## config.mk

```make
export PLATFORM = sky130hd
export DESIGN_NAME = lru_page_replacement_tracker_top
export DESIGN_NICKNAME = d
export VERILOG_FILES = /design/src/rtl/core/lpr_pkg.sv /design/src/rtl/core/lpr_ctrl.sv /design/src/rtl/core/lpr_datapath.sv /design/src/rtl/core/lru_page_replacement_tracker_top.sv
export SDC_FILE = /design/constraint.sdc
export NUM_CORES = 1
export LEC_CHECK = 0
export BUFFER_PORTS_ARGS = -buffer_cell sky130_fd_sc_hd__buf_2
export CORE_MARGIN = 1.5
export CORE_UTILIZATION = 45
export DETAILED_ROUTE_END_ITERATION = 16
export GPL_TIMING_DRIVEN = 0
export PLACE_DENSITY = 0.64
export SYNTH_ARGS = -nofsm -noshare
export SYNTH_HDL_FRONTEND = slang
export SYNTH_HIERARCHICAL = 1
export SYNTH_SLANG_ARGS = --single-unit
```

## constraint.sdc

```tcl
create_clock -name clk_i -period 10.79 [get_ports clk_i]
set_clock_uncertainty 0.05 [all_clocks]
set_input_delay 2.158 -clock clk_i [delete_from_list [all_inputs] [get_ports clk_i]]
set_output_delay 2.158 -clock clk_i [all_outputs]
set_load 0.01 [all_outputs]
```

## src/rtl/core/lpr_pkg.sv

```systemverilog
// Shared types and constants for the LRU page replacement tracker.
package lpr_pkg;

  localparam int PAGE_NUMBER_W = 16;
  localparam int TOTAL_W       = 32;
  localparam int CAP_W         = 5;
  localparam logic [CAP_W-1:0] CAP_RESET = 5'd16;

  localparam int APB_ADDR_W = 3;
  localparam int APB_DATA_W = 32;

  // register index is paddr bit 2 (one word per register)
  localparam logic REG_FRAME_CAPACITY = 1'b0;

  typedef struct packed {
    logic [PAGE_NUMBER_W-1:0] page_number;
    logic                     last_request;
  } in_word_t;

  typedef struct packed {
    logic               hit;
    logic [TOTAL_W-1:0] hit_total;
    logic [TOTAL_W-1:0] fault_total;
    logic               totals_final;
  } out_word_t;

  typedef enum logic [1:0] {
    ST_IDLE,
    ST_MATCH,
    ST_UPDATE
  } lpr_state_e;

  typedef struct packed {
    logic load;    // capture input word
    logic lookup;  // tag compare, pick target frame
    logic commit;  // update frames and counters, load output register
    logic take;    // output word leaves this cycle
  } ctrl_cmd_t;

  typedef struct packed {
    logic out_full;
  } dp_sts_t;

endpackage

```

## src/rtl/core/lpr_ctrl.sv

```systemverilog
// Request sequencer: idle, lookup and update steps for one word at a time.
module lpr_ctrl (
  input  logic               clk_i,
  input  logic               rst_ni,
  input  logic               in_valid_i,
  output logic               in_stall_o,
  input  logic               out_stall_i,
  input  lpr_pkg::dp_sts_t   sts_i,
  output lpr_pkg::ctrl_cmd_t cmd_o
);

  lpr_pkg::lpr_state_e state_q, state_d;
  logic                can_commit;

  assign can_commit = !sts_i.out_full || !out_stall_i;

  always_ff @(posedge clk_i or negedge rst_ni) begin
    if (!rst_ni) begin
      state_q <= lpr_pkg::ST_IDLE;
    end else begin
      state_q <= state_d;
    end
  end

  always_comb begin
    state_d = state_q;
    case (state_q)
      lpr_pkg::ST_IDLE: begin
        if (in_valid_i) state_d = lpr_pkg::ST_MATCH;
      end
      lpr_pkg::ST_MATCH: begin
        state_d = lpr_pkg::ST_UPDATE;
      end
      lpr_pkg::ST_UPDATE: begin
        if (can_commit) state_d = lpr_pkg::ST_IDLE;
      end
      default: begin
        state_d = lpr_pkg::ST_IDLE;
      end
    endcase
  end

  always_comb begin
    in_stall_o    = 1'b1;
    cmd_o         = '0;
    cmd_o.take    = sts_i.out_full && !out_stall_i;
    case (state_q)
      lpr_pkg::ST_IDLE: begin
        in_stall_o = 1'b0;
        cmd_o.load = in_valid_i;
      end
      lpr_pkg::ST_MATCH: begin
        cmd_o.lookup = 1'b1;
      end
      lpr_pkg::ST_UPDATE: begin
        cmd_o.commit = can_commit;
      end
      default: begin
        in_stall_o = 1'b1;
      end
    endcase
  end

endmodule

```

## src/rtl/core/lpr_datapath.sv

```systemverilog
// Frame tags, recency ranks, hit/fault counters and the output register.
module lpr_datapath #(
  parameter int FRAMES     = 16,
  parameter int PAGE_BITS  = 16,
  parameter int COUNT_BITS = 32
) (
  input  logic                        clk_i,
  input  logic                        rst_ni,
  input  lpr_pkg::ctrl_cmd_t          cmd_i,
  output lpr_pkg::dp_sts_t            sts_o,
  input  lpr_pkg::in_word_t           in_data_i,
  input  logic [lpr_pkg::CAP_W-1:0]   cap_i,
  output lpr_pkg::out_word_t          out_data_o
);

  localparam int RW    = (FRAMES > 1) ? $clog2(FRAMES) : 1;
  localparam int UW    = $clog2(FRAMES + 1);
  localparam int CmpW  = ((UW > lpr_pkg::CAP_W) ? UW : lpr_pkg::CAP_W) + 1;
  localparam int ExtW  = (COUNT_BITS > lpr_pkg::TOTAL_W) ? COUNT_BITS : lpr_pkg::TOTAL_W;

  // captured request
  logic [PAGE_BITS-1:0]  page_q;
  logic                  last_q;

  // frame state
  logic [PAGE_BITS-1:0]  tag_q  [FRAMES];
  logic [RW-1:0]         rank_q [FRAMES];
  logic [FRAMES-1:0]     valid_q;
  logic [UW-1:0]         used_q;
  logic [COUNT_BITS-1:0] hit_cnt_q, flt_cnt_q;

  // lookup result
  logic                  hit_q, ins_q;
  logic [FRAMES-1:0]     sel_q;

  // output register
  lpr_pkg::out_word_t    out_q;
  logic                  out_valid_q;

  // ---------------- lookup ----------------
  logic [FRAMES-1:0]     match, match_first;
  logic [FRAMES-1:0]     free, free_first;
  logic [FRAMES-1:0]     victim, victim_first;
  logic [RW-1:0]         lru_rank;
  logic [CmpW-1:0]       cap_ext, used_ext, eff_cap;
  logic                  hit_c, full_c;

  assign cap_ext  = CmpW'(cap_i);
  assign used_ext = CmpW'(used_q);
  assign lru_rank = RW'(used_q - UW'(1));

  always_comb begin
    if (cap_i == '0) begin
      eff_cap = CmpW'(1);
    end else if (cap_ext > CmpW'(FRAMES)) begin
      eff_cap = CmpW'(FRAMES);
    end else begin
      eff_cap = cap_ext;
    end
  end

  always_comb begin
    for (int i = 0; i < FRAMES; i++) begin
      match[i]  = valid_q[i] && (tag_q[i] == page_q);
      victim[i] = valid_q[i] && (rank_q[i] == lru_rank);
    end
  end

  assign free         = ~valid_q;
  // isolate lowest set bit
  assign match_first  = match  & (~match  + FRAMES'(1));
  assign free_first   = free   & (~free   + FRAMES'(1));
  assign victim_first = victim & (~victim + FRAMES'(1));
  assign hit_c        = |match;
  assign full_c       = used_ext >= eff_cap;

  always_ff @(posedge clk_i) begin
    if (cmd_i.load) begin
      page_q <= PAGE_BITS'(in_data_i.page_number);
      last_q <= in_data_i.last_request;
    end
    if (cmd_i.lookup) begin
      hit_q <= hit_c;
      ins_q <= !hit_c && !full_c;
      sel_q <= hit_c ? match_first : (full_c ? victim_first : free_first);
    end
  end

  // ---------------- update ----------------
  logic [RW-1:0]         old_rank;
  logic [COUNT_BITS-1:0] hit_cnt_n, flt_cnt_n;
  logic [ExtW-1:0]       hit_ext, flt_ext;

  always_comb begin
    old_rank = '0;
    for (int i = 0; i < FRAMES; i++) begin
      old_rank = old_rank | (sel_q[i] ? rank_q[i] : '0);
    end
  end

  assign hit_cnt_n = (hit_q && (hit_cnt_q != '1)) ? hit_cnt_q + COUNT_BITS'(1) : hit_cnt_q;
  assign flt_cnt_n = (!hit_q && (flt_cnt_q != '1)) ? flt_cnt_q + COUNT_BITS'(1) : flt_cnt_q;
  assign hit_ext   = ExtW'(hit_cnt_n);
  assign flt_ext   = ExtW'(flt_cnt_n);

  always_ff @(posedge clk_i or negedge rst_ni) begin
    if (!rst_ni) begin
      valid_q   <= '0;
      used_q    <= '0;
      hit_cnt_q <= '0;
      flt_cnt_q <= '0;
      for (int i = 0; i < FRAMES; i++) rank_q[i] <= '0;
    end else if (cmd_i.commit) begin
      hit_cnt_q <= hit_cnt_n;
      flt_cnt_q <= flt_cnt_n;
      if (ins_q) used_q <= used_q + UW'(1);
      for (int i = 0; i < FRAMES; i++) begin
        if (sel_q[i]) begin
          rank_q[i] <= '0;
          if (ins_q) valid_q[i] <= 1'b1;
        end else if (valid_q[i] && (ins_q || (rank_q[i] < old_rank))) begin
          rank_q[i] <= rank_q[i] + RW'(1);
        end
      end
    end
  end

  // tags hold no reset; only read behind a valid bit
  always_ff @(posedge clk_i) begin
    if (cmd_i.commit && !hit_q) begin
      for (int i = 0; i < FRAMES; i++) begin
        if (sel_q[i]) tag_q[i] <= page_q;
      end
    end
  end

  always_ff @(posedge clk_i) begin
    if (cmd_i.commit) begin
      out_q.hit          <= hit_q;
      out_q.hit_total    <= hit_ext[lpr_pkg::TOTAL_W-1:0];
      out_q.fault_total  <= flt_ext[lpr_pkg::TOTAL_W-1:0];
      out_q.totals_final <= last_q;
    end
  end

  always_ff @(posedge clk_i or negedge rst_ni) begin
    if (!rst_ni) begin
      out_valid_q <= 1'b0;
    end else if (cmd_i.commit) begin
      out_valid_q <= 1'b1;
    end else if (cmd_i.take) begin
      out_valid_q <= 1'b0;
    end
  end

  assign sts_o.out_full = out_valid_q;
  assign out_data_o     = out_q;

endmodule

```

## src/rtl/core/lru_page_replacement_tracker_top.sv

```systemverilog
// Top level of the LRU page replacement tracker: sequencer, datapath, register port.
//
//   channel  direction  word        handshake
//   -------  ---------  ----------  -------------------------------
//   in       input      in_word_t   in_valid_i / in_stall_o
//   out      output     out_word_t  out_valid_o / out_stall_i
//   cfg      input      APB         psel, penable, pwrite, pready
//
// Each request goes through capture, tag compare over all frames,
// then the recency-rank update and counter step that load the output register.
// The output register lets the next request come in while a result waits;
// a stalled result only holds the update step until the register drains.
// Reset clears valid bits, ranks, frame count, totals and sets capacity to 16.
// Frame tags are not reset; they are only compared behind their valid bits.
module lru_page_replacement_tracker_top #(
  parameter int FRAMES     = 16,
  parameter int PAGE_BITS  = 16,
  parameter int COUNT_BITS = 32
) (
  input  logic                             clk_i,
  input  logic                             rst_ni,

  input  logic                             in_valid_i,
  output logic                             in_stall_o,
  input  lpr_pkg::in_word_t                in_data_i,

  output logic                             out_valid_o,
  input  logic                             out_stall_i,
  output lpr_pkg::out_word_t               out_data_o,

  input  logic                             psel,
  input  logic                             penable,
  input  logic                             pwrite,
  input  logic [lpr_pkg::APB_ADDR_W-1:0]   paddr,
  input  logic [lpr_pkg::APB_DATA_W-1:0]   pwdata,
  output logic [lpr_pkg::APB_DATA_W-1:0]   prdata,
  output logic                             pready
);

  lpr_pkg::ctrl_cmd_t          cmd;
  lpr_pkg::dp_sts_t            sts;
  logic [lpr_pkg::CAP_W-1:0]   cap_q;
  logic                        reg_hit;

  // ---- register port: single capacity register at word 0 ----
  assign pready  = 1'b1;
  assign reg_hit = (paddr[2] == lpr_pkg::REG_FRAME_CAPACITY);

  always_ff @(posedge clk_i or negedge rst_ni) begin
    if (!rst_ni) begin
      cap_q <= lpr_pkg::CAP_RESET;
    end else if (psel && penable && pwrite && pready && reg_hit) begin
      cap_q <= pwdata[lpr_pkg::CAP_W-1:0];
    end
  end

  assign prdata = reg_hit ? lpr_pkg::APB_DATA_W'(cap_q) : '0;

  // ---- sequencer ----
  lpr_ctrl u_ctrl (
    .clk_i       (clk_i),
    .rst_ni      (rst_ni),
    .in_valid_i  (in_valid_i),
    .in_stall_o  (in_stall_o),
    .out_stall_i (out_stall_i),
    .sts_i       (sts),
    .cmd_o       (cmd)
  );

  // ---- frame state and totals ----
  lpr_datapath #(
    .FRAMES     (FRAMES),
    .PAGE_BITS  (PAGE_BITS),
    .COUNT_BITS (COUNT_BITS)
  ) u_datapath (
    .clk_i      (clk_i),
    .rst_ni     (rst_ni),
    .cmd_i      (cmd),
    .sts_o      (sts),
    .in_data_i  (in_data_i),
    .cap_i      (cap_q),
    .out_data_o (out_data_o)
  );

  assign out_valid_o = sts.out_full;

endmodule

```

==> run_results.csv <==
group,metric,value,unit
finish,fillerInstances,5106,
routing,wl_per_cell,22.9,um
finish,nNetsFinal,2490,
setup_path,cp_data_required_time,11.11,ns
timing,drv_slew,0,
cts,cts_root_buf,"clkbuf_16",
die,num_rows,88,
timing,setup_viol,0,
setup_path,critPathLaunchType,"register",
yosys,synth-seq-area-share,0.557,
timing,fin_crit,4.92,ns
placement,place_area,28000,sq um
placement,hpwl,50000,um
global_routing,grt_pass1_wl,109000,um
setup_path,worstPathArrival,5.24,ns
timing,max_slew_margin,0.279,
routing,drt-vias-per-instance,5.63,
finish,final_cell_mix,"edfxtp_1 (357), xnor2_1 (284), dfrtp_1 (156)",
placement,io_buffers,102,
pwr,clockPowerShare,0.255,
routing,first_pass_iters,8,
pwr,p_per_area,251,nW/um^2
pwr,p_int,4660,uW
global_routing,antenna_found_initial,0,
finish,design_area,29800,sq um
finish,fin_cells,3199,
routing,highest_layer,"met4",
global_routing,overflow,0,
die,die_area,59900,sq um
yosys,synthCells,2200,
timing,finalCritPeriodShare,0.456,
timing,hold_slack,0.388,ns
cts,cts.htree.levels,2,
run,cap_violations,0,
cts,cts_resized,0,
pwr,pwr-share-seq,0.390,
worst_hold_path,hp-start,"u_datapath/last_q",
routing,met3WireLength,4290,um
yosys,synth-seq-cells,514,
placement,dp.cells,3098,
routing,wl_met1,30200,um
cts,clkLatencyLatePin,0.63,ns
routing,drc,0,
worst_hold_path,min_path_type,"register to register",
timing,hold_violations,0,
cts,cts_tree,"built",
cts,cts_inserted_buffers,55,
die,start_util,0.456,
finish,drive_above_1_share,0.132,
routing,wl,73200,um
setup_path,cp_max_fo,10,
cts,post_cts_buffers,0,
cts,clk_path_buf_depth,3,
setup_path,cp-startpoint,"u_datapath/used_q[0]",
setup_path,rr_startpoint,"u_datapath/used_q[0]",
yosys,synth-async-reset-ratio,0.305,
run_status,status,"complete, no violations",
yosys,synth_area,26300,sq um
global_routing,grt_max_degree,85,
yosys,yosys_warnings,6,
cts,clock-sinks,514,
setup_path,path_class,"register to register",
finish,area_growth,13.3,%
die,die_w,245,um
routing,drtIter0Drc,1597,
timing,fmax,203,MHz
global_routing,gr-usage-all-layers,0.243,
cts,ctsHoldBuffers,0,
yosys,syn_avg_cell_area,12.0,sq um
pwr,vdd_drop_max,0.159,mV
yosys,yosys_most_used_dff,"edfxtp_1",
die,die_h,245,um
routing,ant_nets,0,
pwr,p_leak,0.0110,uW
pwr,combPwrFrac,0.355,
timing,tns,0,ns
setup_path,endpoint_kind,"register",
routing,dr_wl_met2,35600,um
finish,layout_commonest_cell,"edfxtp_1",
die,ioPinCount,160,
pwr,power,7480,uW
pwr,p_sw,2820,uW
placement,gp_congestion,0.921,
cts,clk_pin_slew,0.06,ns
timing,worst_pin_slew,1.08,ns
yosys,synth_edf_count,357,
pwr,switching_share,0.377,
timing,rsz0062_at_grt,"false",
global_routing,first_global_vias,17639,
yosys,synth_cell_types,83,
routing,via_count,18015,
finish,n_antenna_cell,0,
die,coreArea,57700,sq um
-- final cells by class --
type                       instances  area (sq um)  share of cell area
sequential                       514         14700               0.492
multi-input combinational       1480         10700               0.358
clock buffer                      65          1440              0.0484
tap                              765           957              0.0321
buffer                           169           867              0.0291
timing repair buffer             107           618              0.0207
clock inverter                    36           374              0.0126
inverter                          63           236             0.00793
-- through the flow --
stage | worst slack (ns) | util
after floorplan | 3.70 | -
after global placement | 0.895 | 0.483
after detailed placement | 5.30 | 0.485
after CTS | 5.92 | 0.517
after global routing | 5.62 | 0.517
final | 5.87 | 0.517
-- layer usage --
metal,vias up,track usage
li1,8312,-
met1,8893,0.315
met2,643,0.412
met3,167,0.0311
met4,0,0.104
met5,-,0
-- critical path: stages, from the launching register on --
cell,delay [ns]
dfrtp_1,0.38
buf_6,0.21
buf_1,0.76
inv_1,0.27
ha_1,0.37
clkbuf_1,0.65
xor2_1,0.20
nand3_1,0.10
nor3b_1,0.85
nor3_1,0.17
nand2b_1,0.23
nor3_1,0.09
o2bb2a_1,0.27
o21ai_1,0.06
-- cells in the mapped netlist, types with 16 or more instances --
| cell type | n | area [sq um] |
|---|---|---|
| edfxtp_1 | 357 | 10700 |
| xnor2_1 | 284 | 2490 |
| dfrtp_1 | 156 | 3900 |
| xor2_1 | 155 | 1360 |
| nand2_1 | 115 | 432 |
| nor3_1 | 106 | 531 |
| nand3_1 | 91 | 455 |
| nor2_1 | 88 | 330 |
| clkbuf_1 | 74 | 278 |
| inv_1 | 62 | 233 |
| nand4_1 | 62 | 388 |
| buf_4 | 44 | 330 |
| nor4_1 | 43 | 269 |
| ha_1 | 41 | 513 |
| a21oi_1 | 40 | 200 |
| buf_2 | 35 | 175 |
| o21ai_0 | 35 | 175 |
| a221o_1 | 30 | 300 |
| nor3b_1 | 28 | 210 |
| and3_1 | 24 | 150 |
| and2_1 | 23 | 144 |
| nand2b_1 | 23 | 144 |
| a22oi_1 | 21 | 158 |
| mux2i_1 | 18 | 180 |
| a21o_1 | 17 | 128 |
| a211oi_1 | 16 | 120 |
| o211ai_1 | 16 | 120 |
-- worst paths after layout --
| check | end | slack (ns) | cells after the start |
|---|---|---|---|
| max in group asynchronous | u_datapath/rank_q[57] | 8.36 | 2 |
| max | u_datapath/sel_q[5] | 5.87 | 13 |
| min | u_datapath/out_data_o[0] | 0.39 | 0 |
| min in group asynchronous | u_datapath/rank_q[31] | 1.47 | 1 |
| min reg2reg | u_datapath/out_data_o[0] | 0.39 | 0 |
| max reg2reg | u_datapath/sel_q[5] | 5.87 | 13 |
-- power by group through the flow --
stage	sequential [uW]	clock, uW	combinational (uW)
global placement	2950	0	2550
global route	2950	2020	2880
floorplan	2810	0	1880
CTS	2910	1940	2630
finish	2920	1910	2660
detailed placement	2950	0	2620
-- logic make-up (layout without fill, tap and decap cells) --
group | count (synthesis) | count (layout) | share of synthesized area
adders and majority gates | 43 | 43 | 0.0203
xor gates and xnor gates | 450 | 450 | 0.155
DFF | 514 | 514 | 0.557
muxes | 25 | 25 | 0.00985
AOI/OAI and AO/OA | 269 | 269 | 0.0776
buffers and inverters | 232 | 440 | 0.0420
and+or+nand+nor | 665 | 665 | 0.138
other | 2 | 28 | 0.000286
-- registers in the layout, indices dropped and copies added, names as in the netlist, 2 cells and up --
| name | count |
|---|---|
| u_datapath/tag_q | 256 |
| u_datapath/out_data_o | 66 |
| u_datapath/rank_q | 64 |
| u_datapath/flt_cnt_q | 32 |
| u_datapath/hit_cnt_q | 32 |
| u_datapath/page_q | 16 |
| u_datapath/sel_q | 16 |
| u_datapath/valid_q | 16 |
| cap_q | 5 |
| u_datapath/used_q | 5 |
| u_ctrl/state_q | 2 |
No activity file was read; power rests on OpenSTA's default activity.
